### config.mk
export PLATFORM = sky130hd
export DESIGN_NAME = gcd_reduced_direction_vector_unit_flat
export DESIGN_NICKNAME = d
export VERILOG_FILES = /design/src/rtl/gcdr_pkg.sv /design/src/rtl/gcdr_in_if.sv /design/src/rtl/gcdr_out_if.sv /design/src/rtl/gcd_reduced_direction_vector_unit.sv /design/src/flat_wrapper.sv
export SDC_FILE = /design/constraint.sdc
export NUM_CORES = 1
export LEC_CHECK = 0
export BUFFER_PORTS_ARGS = -buffer_cell sky130_fd_sc_hd__buf_2
export CAP_MARGIN = 5
export CORE_MARGIN = 4
export CORE_UTILIZATION = 55
export DETAILED_ROUTE_END_ITERATION = 10
export PLACE_DENSITY = 0.78
export REMOVE_ABC_BUFFERS = 1
export SLEW_MARGIN = 10
export SYNTH_ARGS = -nofsm -noshare
export SYNTH_HDL_FRONTEND = slang
export SYNTH_SLANG_ARGS = --single-unit
### constraint.sdc
create_clock -name clk -period 4.5 [get_ports clk]
set_input_delay 1.35 -clock clk [delete_from_list [all_inputs] [get_ports clk]]
set_output_delay 1.35 -clock clk [all_outputs]
set_load 0.005 [all_outputs]
### src/rtl/gcdr_pkg.sv
`default_nettype none

package gcdr_pkg;

    // Default coordinate width; the top level hands its own value down.
    localparam int COORD_BITS_DEF = 16;

    // Step counter of the microsequencer.
    localparam int PC_W = 4;

    // Datapath operations, one per control word.
    typedef enum logic [3:0] {
        OP_NOP,
        OP_LOAD,      // take the input word, form difference magnitudes and signs
        OP_DIV_GCD,   // start a / b
        OP_DIV_QX,    // start |dx| / g
        OP_DIV_QY,    // start |dy| / g
        OP_DIV_STEP,  // one restoring divide step
        OP_GCD_SWAP,  // a <= b, b <= remainder
        OP_ST_QX,
        OP_ST_QY,
        OP_CLR_Q,
        OP_EMIT       // load the output register
    } op_t;

    // Jump conditions: jump to target when true, else fall through.
    typedef enum logic [2:0] {
        COND_NEVER,
        COND_ALWAYS,
        COND_NO_INPUT,
        COND_ZERO_VEC,
        COND_B_ZERO,
        COND_DIV_BUSY,
        COND_OUT_FULL
    } cond_t;

    typedef struct packed {
        op_t              op;
        cond_t            cond;
        logic [PC_W-1:0]  target;
    } ctrl_t;

    // Program step labels.
    localparam logic [PC_W-1:0] PC_IDLE     = PC_W'(0);
    localparam logic [PC_W-1:0] PC_CHK_ZERO = PC_W'(1);
    localparam logic [PC_W-1:0] PC_GCD_TEST = PC_W'(2);
    localparam logic [PC_W-1:0] PC_GCD_DIV  = PC_W'(3);
    localparam logic [PC_W-1:0] PC_GCD_RUN  = PC_W'(4);
    localparam logic [PC_W-1:0] PC_GCD_SWAP = PC_W'(5);
    localparam logic [PC_W-1:0] PC_QX_DIV   = PC_W'(6);
    localparam logic [PC_W-1:0] PC_QX_RUN   = PC_W'(7);
    localparam logic [PC_W-1:0] PC_QX_ST    = PC_W'(8);
    localparam logic [PC_W-1:0] PC_QY_DIV   = PC_W'(9);
    localparam logic [PC_W-1:0] PC_QY_RUN   = PC_W'(10);
    localparam logic [PC_W-1:0] PC_QY_ST    = PC_W'(11);
    localparam logic [PC_W-1:0] PC_ZERO     = PC_W'(12);
    localparam logic [PC_W-1:0] PC_EMIT     = PC_W'(13);
    localparam logic [PC_W-1:0] PC_RETURN   = PC_W'(14);

    // Microcode ROM.
    function automatic ctrl_t ucode_rom(input logic [PC_W-1:0] pc);
        ctrl_t w;
        w = '{op: OP_NOP, cond: COND_ALWAYS, target: PC_IDLE};
        case (pc)
            PC_IDLE:     w = '{op: OP_LOAD,     cond: COND_NO_INPUT, target: PC_IDLE};
            PC_CHK_ZERO: w = '{op: OP_NOP,      cond: COND_ZERO_VEC, target: PC_ZERO};
            PC_GCD_TEST: w = '{op: OP_NOP,      cond: COND_B_ZERO,   target: PC_QX_DIV};
            PC_GCD_DIV:  w = '{op: OP_DIV_GCD,  cond: COND_NEVER,    target: PC_IDLE};
            PC_GCD_RUN:  w = '{op: OP_DIV_STEP, cond: COND_DIV_BUSY, target: PC_GCD_RUN};
            PC_GCD_SWAP: w = '{op: OP_GCD_SWAP, cond: COND_ALWAYS,   target: PC_GCD_TEST};
            PC_QX_DIV:   w = '{op: OP_DIV_QX,   cond: COND_NEVER,    target: PC_IDLE};
            PC_QX_RUN:   w = '{op: OP_DIV_STEP, cond: COND_DIV_BUSY, target: PC_QX_RUN};
            PC_QX_ST:    w = '{op: OP_ST_QX,    cond: COND_NEVER,    target: PC_IDLE};
            PC_QY_DIV:   w = '{op: OP_DIV_QY,   cond: COND_NEVER,    target: PC_IDLE};
            PC_QY_RUN:   w = '{op: OP_DIV_STEP, cond: COND_DIV_BUSY, target: PC_QY_RUN};
            PC_QY_ST:    w = '{op: OP_ST_QY,    cond: COND_ALWAYS,   target: PC_EMIT};
            PC_ZERO:     w = '{op: OP_CLR_Q,    cond: COND_NEVER,    target: PC_IDLE};
            PC_EMIT:     w = '{op: OP_EMIT,     cond: COND_OUT_FULL, target: PC_EMIT};
            PC_RETURN:   w = '{op: OP_NOP,      cond: COND_ALWAYS,   target: PC_IDLE};
            default:     w = '{op: OP_NOP,      cond: COND_ALWAYS,   target: PC_IDLE};
        endcase
        return w;
    endfunction

endpackage

`default_nettype wire

### src/rtl/gcdr_in_if.sv
`default_nettype none

interface gcdr_in_if
    import gcdr_pkg::*;
#(
    parameter int COORD_BITS = COORD_BITS_DEF
);
    logic                         valid;
    logic                         ready;
    logic signed [COORD_BITS-1:0] src_x;
    logic signed [COORD_BITS-1:0] src_y;
    logic signed [COORD_BITS-1:0] dst_x;
    logic signed [COORD_BITS-1:0] dst_y;

    modport source (output valid, output src_x, output src_y, output dst_x, output dst_y,
                    input ready);
    modport sink   (input valid, input src_x, input src_y, input dst_x, input dst_y,
                    output ready);
endinterface

`default_nettype wire

### src/rtl/gcdr_out_if.sv
`default_nettype none

interface gcdr_out_if
    import gcdr_pkg::*;
#(
    parameter int COORD_BITS = COORD_BITS_DEF
);
    logic                       valid;
    logic                       ready;
    logic signed [COORD_BITS:0] step_x;
    logic signed [COORD_BITS:0] step_y;
    logic                       zero_vector;

    modport source (output valid, output step_x, output step_y, output zero_vector,
                    input ready);
    modport sink   (input valid, input step_x, input step_y, input zero_vector,
                    output ready);
endinterface

`default_nettype wire

### src/rtl/gcd_reduced_direction_vector_unit.sv
`default_nettype none

// Reduces the vector from a source point to a target point to its smallest
// integer step: step = (dst - src) / g, where g is the gcd of the two
// component magnitudes, found by Euclid's algorithm. The divisor is always a
// magnitude, so the step keeps the direction of the difference vector; when
// source equals target the word carries step (0,0) with zero_vector set, and
// when one axis is zero the other axis steps by +1 or -1. One input word gives
// exactly one output word. Each word runs through a microcoded sequencer that
// drives a single shared restoring divider (one quotient bit per cycle). The
// number K of Euclid remainder steps per word is at most about 1.44 *
// COORD_BITS, and is 0 when the y difference is zero. The divider is the
// limit on throughput. A new word is taken only while the sequencer sits in
// its idle step; a finished word waits in the output register, so the next
// word can be accepted and worked on while the sink stalls.
module gcd_reduced_direction_vector_unit
    import gcdr_pkg::*;
#(
    parameter int COORD_BITS = COORD_BITS_DEF
)(
    input  wire logic     clk,
    input  wire logic     rst_n,
    gcdr_in_if.sink       in_ch,
    gcdr_out_if.source    out_ch
);

    localparam int MAG_W = COORD_BITS;           // |dst - src| <= 2^N - 1
    localparam int CNT_W = $clog2(COORD_BITS + 1);

    // Sequencer
    logic [PC_W-1:0]  pc_reg, pc_next;
    ctrl_t            ctrl;
    logic             jump;

    // Control registers
    logic [CNT_W-1:0] cnt_reg, cnt_next;
    logic             out_valid_reg, out_valid_next;

    // Datapath registers
    logic [MAG_W-1:0] ax_reg, ax_next, ay_reg, ay_next;
    logic             sx_reg, sx_next, sy_reg, sy_next;
    logic             zero_reg, zero_next;
    logic [MAG_W-1:0] a_reg, a_next, b_reg, b_next;
    logic [MAG_W-1:0] rem_reg, rem_next;
    logic [MAG_W-1:0] dvd_reg, dvd_next;
    logic [MAG_W-1:0] dvs_reg, dvs_next;
    logic [MAG_W-1:0] qx_reg, qx_next, qy_reg, qy_next;
    logic signed [COORD_BITS:0] step_x_reg, step_x_next, step_y_reg, step_y_next;
    logic             zv_reg, zv_next;

    // Combinational helpers
    logic signed [COORD_BITS:0] diff_x, diff_y;
    logic [COORD_BITS:0]        abs_x, abs_y;
    logic [MAG_W:0]             rem_shift;
    logic                       rem_ge;
    logic [MAG_W:0]             rem_sub;
    logic                       out_full;

    assign ctrl     = ucode_rom(pc_reg);
    assign out_full = out_valid_reg && !out_ch.ready;

    // Input handshake is open only on the load step
    assign in_ch.ready = (ctrl.op == OP_LOAD);

    assign out_ch.valid       = out_valid_reg;
    assign out_ch.step_x      = step_x_reg;
    assign out_ch.step_y      = step_y_reg;
    assign out_ch.zero_vector = zv_reg;

    // Difference vector, one bit wider than a coordinate
    assign diff_x = $signed({in_ch.dst_x[COORD_BITS-1], in_ch.dst_x})
                  - $signed({in_ch.src_x[COORD_BITS-1], in_ch.src_x});
    assign diff_y = $signed({in_ch.dst_y[COORD_BITS-1], in_ch.dst_y})
                  - $signed({in_ch.src_y[COORD_BITS-1], in_ch.src_y});
    assign abs_x  = diff_x[COORD_BITS] ? (~diff_x + 1'b1) : diff_x;
    assign abs_y  = diff_y[COORD_BITS] ? (~diff_y + 1'b1) : diff_y;

    // Restoring divide step: shift in the next dividend bit, subtract if it fits
    assign rem_shift = {rem_reg, dvd_reg[MAG_W-1]};
    assign rem_ge    = (rem_shift >= {1'b0, dvs_reg});
    assign rem_sub   = rem_shift - {1'b0, dvs_reg};

    // Next step: jump on condition, else fall through
    always_comb
    begin
        case (ctrl.cond)
            COND_NEVER:    jump = 1'b0;
            COND_ALWAYS:   jump = 1'b1;
            COND_NO_INPUT: jump = !in_ch.valid;
            COND_ZERO_VEC: jump = zero_reg;
            COND_B_ZERO:   jump = (b_reg == '0);
            COND_DIV_BUSY: jump = (cnt_reg != CNT_W'(1));
            COND_OUT_FULL: jump = out_full;
            default:       jump = 1'b1;
        endcase
        pc_next = jump ? ctrl.target : pc_reg + 1'b1;
    end

    // Datapath actions under the current control word
    always_comb
    begin
        cnt_next       = cnt_reg;
        out_valid_next = out_valid_reg;
        ax_next        = ax_reg;
        ay_next        = ay_reg;
        sx_next        = sx_reg;
        sy_next        = sy_reg;
        zero_next      = zero_reg;
        a_next         = a_reg;
        b_next         = b_reg;
        rem_next       = rem_reg;
        dvd_next       = dvd_reg;
        dvs_next       = dvs_reg;
        qx_next        = qx_reg;
        qy_next        = qy_reg;
        step_x_next    = step_x_reg;
        step_y_next    = step_y_reg;
        zv_next        = zv_reg;

        // Drop the held word once the sink takes it
        if (out_valid_reg && out_ch.ready)
        begin
            out_valid_next = 1'b0;
        end

        case (ctrl.op)
            OP_LOAD:
            begin
                if (in_ch.valid)
                begin
                    ax_next   = abs_x[MAG_W-1:0];
                    ay_next   = abs_y[MAG_W-1:0];
                    sx_next   = diff_x[COORD_BITS];
                    sy_next   = diff_y[COORD_BITS];
                    zero_next = (diff_x == '0) && (diff_y == '0);
                    a_next    = abs_x[MAG_W-1:0];
                    b_next    = abs_y[MAG_W-1:0];
                end
            end
            OP_DIV_GCD:
            begin
                rem_next = '0;
                dvd_next = a_reg;
                dvs_next = b_reg;
                cnt_next = CNT_W'(COORD_BITS);
            end
            OP_DIV_QX:
            begin
                rem_next = '0;
                dvd_next = ax_reg;
                dvs_next = a_reg;
                cnt_next = CNT_W'(COORD_BITS);
            end
            OP_DIV_QY:
            begin
                rem_next = '0;
                dvd_next = ay_reg;
                dvs_next = a_reg;
                cnt_next = CNT_W'(COORD_BITS);
            end
            OP_DIV_STEP:
            begin
                rem_next = rem_ge ? rem_sub[MAG_W-1:0] : rem_shift[MAG_W-1:0];
                dvd_next = {dvd_reg[MAG_W-2:0], rem_ge};
                cnt_next = cnt_reg - 1'b1;
            end
            OP_GCD_SWAP:
            begin
                a_next = b_reg;
                b_next = rem_reg;
            end
            OP_ST_QX:
            begin
                qx_next = dvd_reg;
            end
            OP_ST_QY:
            begin
                qy_next = dvd_reg;
            end
            OP_CLR_Q:
            begin
                qx_next = '0;
                qy_next = '0;
            end
            OP_EMIT:
            begin
                if (!out_full)
                begin
                    out_valid_next = 1'b1;
                    step_x_next    = sx_reg ? -$signed({1'b0, qx_reg})
                                            :  $signed({1'b0, qx_reg});
                    step_y_next    = sy_reg ? -$signed({1'b0, qy_reg})
                                            :  $signed({1'b0, qy_reg});
                    zv_next        = zero_reg;
                end
            end
            default:
            begin
            end
        endcase
    end

    // Control state
    always_ff @(posedge clk or negedge rst_n)
    begin
        if (!rst_n)
        begin
            pc_reg        <= PC_IDLE;
            cnt_reg       <= '0;
            out_valid_reg <= 1'b0;
        end
        else
        begin
            pc_reg        <= pc_next;
            cnt_reg       <= cnt_next;
            out_valid_reg <= out_valid_next;
        end
    end

    // Payload registers, no reset
    always_ff @(posedge clk)
    begin
        ax_reg     <= ax_next;
        ay_reg     <= ay_next;
        sx_reg     <= sx_next;
        sy_reg     <= sy_next;
        zero_reg   <= zero_next;
        a_reg      <= a_next;
        b_reg      <= b_next;
        rem_reg    <= rem_next;
        dvd_reg    <= dvd_next;
        dvs_reg    <= dvs_next;
        qx_reg     <= qx_next;
        qy_reg     <= qy_next;
        step_x_reg <= step_x_next;
        step_y_reg <= step_y_next;
        zv_reg     <= zv_next;
    end

    // Assertions

    // An accepted word moves the sequencer straight to the zero check
    a_accept_advances: assert property (@(posedge clk) disable iff (!rst_n)
        (in_ch.valid && in_ch.ready) |=> (pc_reg == PC_CHK_ZERO))
        else $error("sequencer did not advance after accepting a word");

    // Euclid division never starts with a zero divisor
    a_gcd_div_nonzero: assert property (@(posedge clk) disable iff (!rst_n)
        (pc_reg == PC_GCD_DIV) |-> (b_reg != '0))
        else $error("gcd division started with zero divisor");

    // Final divisions use a nonzero gcd
    a_quot_div_nonzero: assert property (@(posedge clk) disable iff (!rst_n)
        ((pc_reg == PC_QX_DIV) || (pc_reg == PC_QY_DIV)) |-> (a_reg != '0))
        else $error("quotient division started with zero gcd");

    // A finished remainder is below its divisor
    a_rem_below_divisor: assert property (@(posedge clk) disable iff (!rst_n)
        (pc_reg == PC_GCD_SWAP) |-> (rem_reg < b_reg))
        else $error("remainder not below divisor");

    // A zero-vector word carries zero steps
    a_zero_word_steps: assert property (@(posedge clk) disable iff (!rst_n)
        (out_valid_reg && zv_reg) |-> ((step_x_reg == '0) && (step_y_reg == '0)))
        else $error("zero vector word with nonzero step");

endmodule

`default_nettype wire
### src/flat_wrapper.sv
// flat-port wrapper written by rule: the top's interface ports become plain ports
module gcd_reduced_direction_vector_unit_flat import gcdr_pkg::*;
#(
    parameter int COORD_BITS = COORD_BITS_DEF
)
  (clk, rst_n, in_ch_valid, in_ch_src_x, in_ch_src_y, in_ch_dst_x, in_ch_dst_y, in_ch_ready, out_ch_valid, out_ch_step_x, out_ch_step_y, out_ch_zero_vector, out_ch_ready);
  gcdr_in_if #(.COORD_BITS(COORD_BITS)) in_ch_i ();
  gcdr_out_if #(.COORD_BITS(COORD_BITS)) out_ch_i ();
  input  wire logic clk;
  input  wire logic rst_n;
  input wire logic [$bits(in_ch_i.valid)-1:0] in_ch_valid;
  input wire logic [$bits(in_ch_i.src_x)-1:0] in_ch_src_x;
  input wire logic [$bits(in_ch_i.src_y)-1:0] in_ch_src_y;
  input wire logic [$bits(in_ch_i.dst_x)-1:0] in_ch_dst_x;
  input wire logic [$bits(in_ch_i.dst_y)-1:0] in_ch_dst_y;
  output wire logic [$bits(in_ch_i.ready)-1:0] in_ch_ready;
  output wire logic [$bits(out_ch_i.valid)-1:0] out_ch_valid;
  output wire logic [$bits(out_ch_i.step_x)-1:0] out_ch_step_x;
  output wire logic [$bits(out_ch_i.step_y)-1:0] out_ch_step_y;
  output wire logic [$bits(out_ch_i.zero_vector)-1:0] out_ch_zero_vector;
  input wire logic [$bits(out_ch_i.ready)-1:0] out_ch_ready;
  assign in_ch_i.valid = in_ch_valid;
  assign in_ch_i.src_x = in_ch_src_x;
  assign in_ch_i.src_y = in_ch_src_y;
  assign in_ch_i.dst_x = in_ch_dst_x;
  assign in_ch_i.dst_y = in_ch_dst_y;
  assign in_ch_ready = in_ch_i.ready;
  assign out_ch_valid = out_ch_i.valid;
  assign out_ch_step_x = out_ch_i.step_x;
  assign out_ch_step_y = out_ch_i.step_y;
  assign out_ch_zero_vector = out_ch_i.zero_vector;
  assign out_ch_i.ready = out_ch_ready;
  gcd_reduced_direction_vector_unit #(.COORD_BITS(COORD_BITS)) u_core (.clk(clk), .rst_n(rst_n), .in_ch(in_ch_i), .out_ch(out_ch_i));
endmodule
* Word-level counts from Yosys, hierarchy flattened *
Memories as Yosys holds them, arrays and structs flattened.
Index checks and enable logic that the tools add are counted.
W data, S select, Z words.

operators by class
  eq/ne operators = 17
  reductions and logical operators = 20
  multiplexer cells = 20
  order comparisons = 1
  add/subtract/negate cells = 9
  bitwise operators = 3

operator list
  cell                     count
  $pmux W16 S2             6
  $mux W16                 7
  $pmux W16 S4             1
  $logic_not A17 Y1        2
  $neg A16 Y17             2
  $sub A16 B16 Y17         2
  $add A16 B1 Y16 const B  2
  $not A16 Y16             2
  $ge A17 B16 Y1           1
  $eq A4 B3 Y1 const B     4
  $logic_not A16 Y1        1
  $sub A16 B16 Y16         1
  $eq A4 B4 Y1 const B     3
  $pmux W5 S2              1
  $reduce_bool A2 Y1       5
  $eq A3 B3 Y1 const B     3
  $eq A4 B2 Y1 const B     2
  $eq A3 B2 Y1 const B     2
  $pmux W1 S6              1
  $reduce_and A2 Y1        3
  $ne A5 B1 Y1 const B     1
  $sub A5 B1 Y5 const B    1
  $add A4 B1 Y4 const B    1
  $eq A4 B1 Y1 const B     1
  10 further kinds         15

storage, ports and cells
  bits in read-only memories = 176
  memories kept = 1
  flip-flop bits (word level) = 192

memories
  memory            words  bits a word  rd ports  clocked after memory_dff  wr ports  line            source
  (name not given)  16     11           1         0                         0         gcdr_pkg.sv:64  case (pc)

* Logic depth before layout (Yosys ltp) *
  word-level depth = 6
  gate-level depth with buffers = 14

* Least setup slack after synthesis *
No wires, ideal clock.

  path type = register to register
  start = register u_core.pc_reg[1]
  end = register u_core.qx_reg[0], enable pin
  period minus slack after synthesis = 4,296 ps
  cell stages (with the launch flop) = 7
  setup time = 389 ps
  path slack = 204 ps
  arrival time = 3,908 ps
  path through = dfrtp_1 > inv_1 > ha_1 > mux4_2 > nor4_1 > a21oi_1 > nor2_1

between the ends
  cells in the longest elaborated chain, start to end = 3
  elaborated cells on any way between the ends = 4

RTL lines
  element                                       line                                      source
  start, declared                               gcd_reduced_direction_vector_unit.sv:31   logic [PC_W-1:0] pc_reg, pc_next;
  start signal, assigned                        gcd_reduced_direction_vector_unit.sv:214  pc_reg <= pc_next;
  $mem_v2 Z16 W11 (*)                           n/a
  $eq A4 B3 Y1 or $eq A4 B4 Y1 (tied branches)  gcd_reduced_direction_vector_unit.sv:126  case (ctrl.op)
  $reduce_bool A2 Y1 (no source line) (*)       n/a
  end signal, assigned                          gcd_reduced_direction_vector_unit.sv:233  qx_reg <= qx_next;
  end, declared                                 gcd_reduced_direction_vector_unit.sv:47   logic [MAG_W-1:0] qx_reg, qx_next, qy_reg, qy_next;

Mark *: on every way between the ends. The rest lies on a longest branch, timed or not.
A chain may end at the register's enable or synchronous reset.

* Worst setup path after layout *
  start = input port in_ch_dst_y[0]
  end = register u_core.zero_reg (data pin)

between the ends
  cells in the longest elaborated chain, start to end = 3

RTL lines
  element               line                                      source
  start, declared       flat_wrapper.sv:15                        input wire logic [$bits(in_ch_i.dst_y)-1:0] in_ch_dst_y;
  $sub A16 B16 Y17      gcd_reduced_direction_vector_unit.sv:74   - $signed({in_ch.src_y[COORD_BITS-1], in_ch.src_y});
  $logic_not A17 Y1     gcd_reduced_direction_vector_unit.sv:135  zero_next = (diff_x == '0) && (diff_y == '0);
  $logic_and A1 B1 Y1   gcd_reduced_direction_vector_unit.sv:135
  end signal, assigned  gcd_reduced_direction_vector_unit.sv:227  zero_reg <= zero_next;
  end, declared         gcd_reduced_direction_vector_unit.sv:42   logic zero_reg, zero_next;

Every way passes these cells.

==> impl_metrics.tcl <==
set metrics [dict create \
    status "finished clean" \
    top_layer_used "met4" \
    place.gp.congestion 0.873 \
    drive_gt1_frac 0.185 \
    r2r_setup_slack_ns 1.00 \
    die_h_um 155 \
    synth_area_leaders "edfxtp_1, ha_1, xnor2_1" \
    hpwl_um 19600 \
    design_area_um2 13400 \
    synth_commonest_cells "edfxtp_1, nor2_1, inv_1, nand2_1" \
    hold_path.class "flop to flop" \
    startpoint_type "input port" \
    finalCriticalPeriod_ns 4.08 \
    fin_skew_ns 0.0132 \
    path_max_fanout 9 \
    fin_crit_sh 0.907 \
    nets 1350 \
    detail-route-antenna-nets 0 \
    async_flop_share 0.0521 \
    clock_latency_ns 0.43 \
    synth_cells 1108 \
    postCtsSetupBuffers 0 \
    drc 0 \
    setup_viol 0 \
    path_cells "buf_2, inv_1, ha_1, fa_1, nor2b_1, o21ba_2, nor3_1, o41a_1, o31ai_1, a21o_2, buf_4, nand2_1, or4_1, nor4_1" \
    vias 8865 \
    syn_area_per_cell_um2 10.7 \
    synth.most_common_cell "edfxtp_1" \
    wl_met2_um 13000 \
    crit_start "in_ch_dst_y[0]" \
    route.met3.wl_um 1480 \
    synthToLayoutAreaGrowth_pct 13.1 \
    maxCapViolCount 0 \
    antenna_cells 0 \
    grt_max_degree 43 \
    slowest_stage "o41a_1" \
    root_buffer "clkbuf_16" \
    drtIter0Drc 726 \
    routed_wl_um 26100 \
    cts_buffer_depth 2 \
    drt_first_pass_iters 5 \
    cp_data_arrival_time_ns 4.33 \
    slew_violations 0 \
    io_buffers 104 \
    synthDistinctLibCells 79 \
    max_slew_margin 0.333 \
    h-tree-depth 4 \
    tns_ns 0 \
    coreArea_um2 21100 \
    start_util 0.562 \
    reg2reg_from "u_core.pc_reg[1]$_DFF_PN0_" \
    rsz0062_at_grt "false" \
    synthFlopType "edfxtp_1" \
    hold_viol_final 0 \
    synth_area_um2 11900 \
    placed_area_um2 12700 \
    antenna_found_initial 0 \
    crit_required_ns 4.74 \
    cts_hold_buf 0 \
    fp.dieArea_um2 24000 \
    p_leak_nw 5.27 \
    cts_tree "yes" \
    clkSlewWorstSetupHoldPaths_ns 0.07 \
    synth_top_cell_area_share 0.461 \
    finalNonFillerCells 1507 \
    io_pins 105 \
    max_stage_delay_ns 0.47 \
    worstHoldStart "u_core.qx_reg[0]$_DFFE_PP_" \
    ys_ff_latch 192 \
    grt_pass1_vias 8528 \
    crit_type "input port to flop" \
    synth_warnings 0 \
    grt-ovfl-total 0 \
    yosysSeqAreaShare 0.482 \
    dp_cells 1475 \
    wl_per_cell_um 17.3 \
    fmax_mhz 245 \
    synth_edf_count 182 \
    peakVddDrop_mv 0.468 \
    rows 53 \
    worstSetupEndpointType "flop" \
    cts_sinks 192 \
    numCtsBuffers 17 \
    grtUsageTotal 0.218 \
    chipWidth_um 155 \
    p_per_area_nw_per_um2 756 \
    yosys.area.top_type "edfxtp_1" \
    viasPerCell 5.88 \
    drt-met1-wl_um 10500 \
    ctsResizeCount 0 \
    grt_pass1_wl_um 42000 \
    worst_pin_slew_ns 0.997 \
]
## logic make-up (layout without fill, tap and decap cells)
logic type,Yosys count,in the layout,synth area share
and+or+nand+nor,332,332,0.137
AOI/OAI and AO/OA,245,245,0.140
DFF,192,192,0.482
buffers and inverters,118,242,0.0396
xor gates and xnor gates,84,84,0.0633
muxes,74,74,0.0686
adders and majority gates,63,63,0.0684
## cells in the final DEF, fill, tap and decap left out, types with 17 or more instances in the layout
| master | n |
|---|---|
| a21oi_1 | 52 |
| buf_2 | 104 |
| buf_4 | 20 |
| clkbuf_16 | 17 |
| edfxtp_1 | 182 |
| ha_1 | 60 |
| inv_1 | 85 |
| mux2_2 | 44 |
| mux2i_1 | 28 |
| nand2_1 | 85 |
| nand3_1 | 21 |
| nor2_1 | 93 |
| nor2b_1 | 31 |
| nor3_1 | 22 |
| o21ai_0 | 48 |
| o31ai_1 | 18 |
| xnor2_1 | 60 |
| xor2_1 | 23 |
## layout make-up
| cell class | count | area, µm² |
|---|---|---|
| fill | 1693 | 7680 |
| sequential | 192 | 5720 |
| inverter | 86 | 328 |
| tap | 275 | 344 |
| clock buffer | 17 | 425 |
| clock inverter | 15 | 229 |
| timing repair buffer | 124 | 671 |
| multi-input combinational | 798 | 5690 |
## through the flow
| step | util | setup slack [ns] | total power [mW] | hold WS (ns) |
|---|---|---|---|---|
| detailed placement | 0.605 | -0.0304 | 8.44 | 0.517 |
| global route | 0.636 | 0.0848 | 10.8 | 0.548 |
| global placement | 0.605 | 0.0678 | 8.28 | 0.516 |
| floorplan | - | 0.204 | 7.03 | 0.426 |
| finish | 0.636 | 0.417 | 10.1 | 0.535 |
| CTS | 0.636 | 0.418 | 10.1 | 0.538 |
## power by group
part	switching (mW)	leakage, nW	internal [mW]
clock network	0.668	0.316	0.996
logic	2.86	3.15	1.93
registers	0.486	1.81	3.19
total	4.02	5.27	6.12
## final timing paths
path | end | cells after the start
setup / recovery | u_core.zero_reg$_DFFE_PP_ | 14
hold / removal | u_core.out_ch.step_x[0]$_DFFE_PP_ | 0
setup reg to reg | u_core.dvd_reg[15]$_DFFE_PP_ | 8
hold reg to reg | u_core.out_ch.step_x[0]$_DFFE_PP_ | 0
max in group asynchronous | u_core.cnt_reg[3]$_DFFE_PN0P_ | 1
min in group asynchronous | u_core.pc_reg[1]$_DFF_PN0_ | 1
## worst max-delay path: cells and delay by family
family          cells  cell delay (ns)
compound gates      4             1.20
simple gates        5             0.89
fa+ha+maj           2             0.62
buf+inv             3             0.26
## per-layer routing
metal,GRT usage,up-vias
met5,0,-
met4,0.103,0
met3,0.0336,63
met2,0.379,298
met1,0.268,4196
li1,-,4308
(Power assumes the default switching activity.)
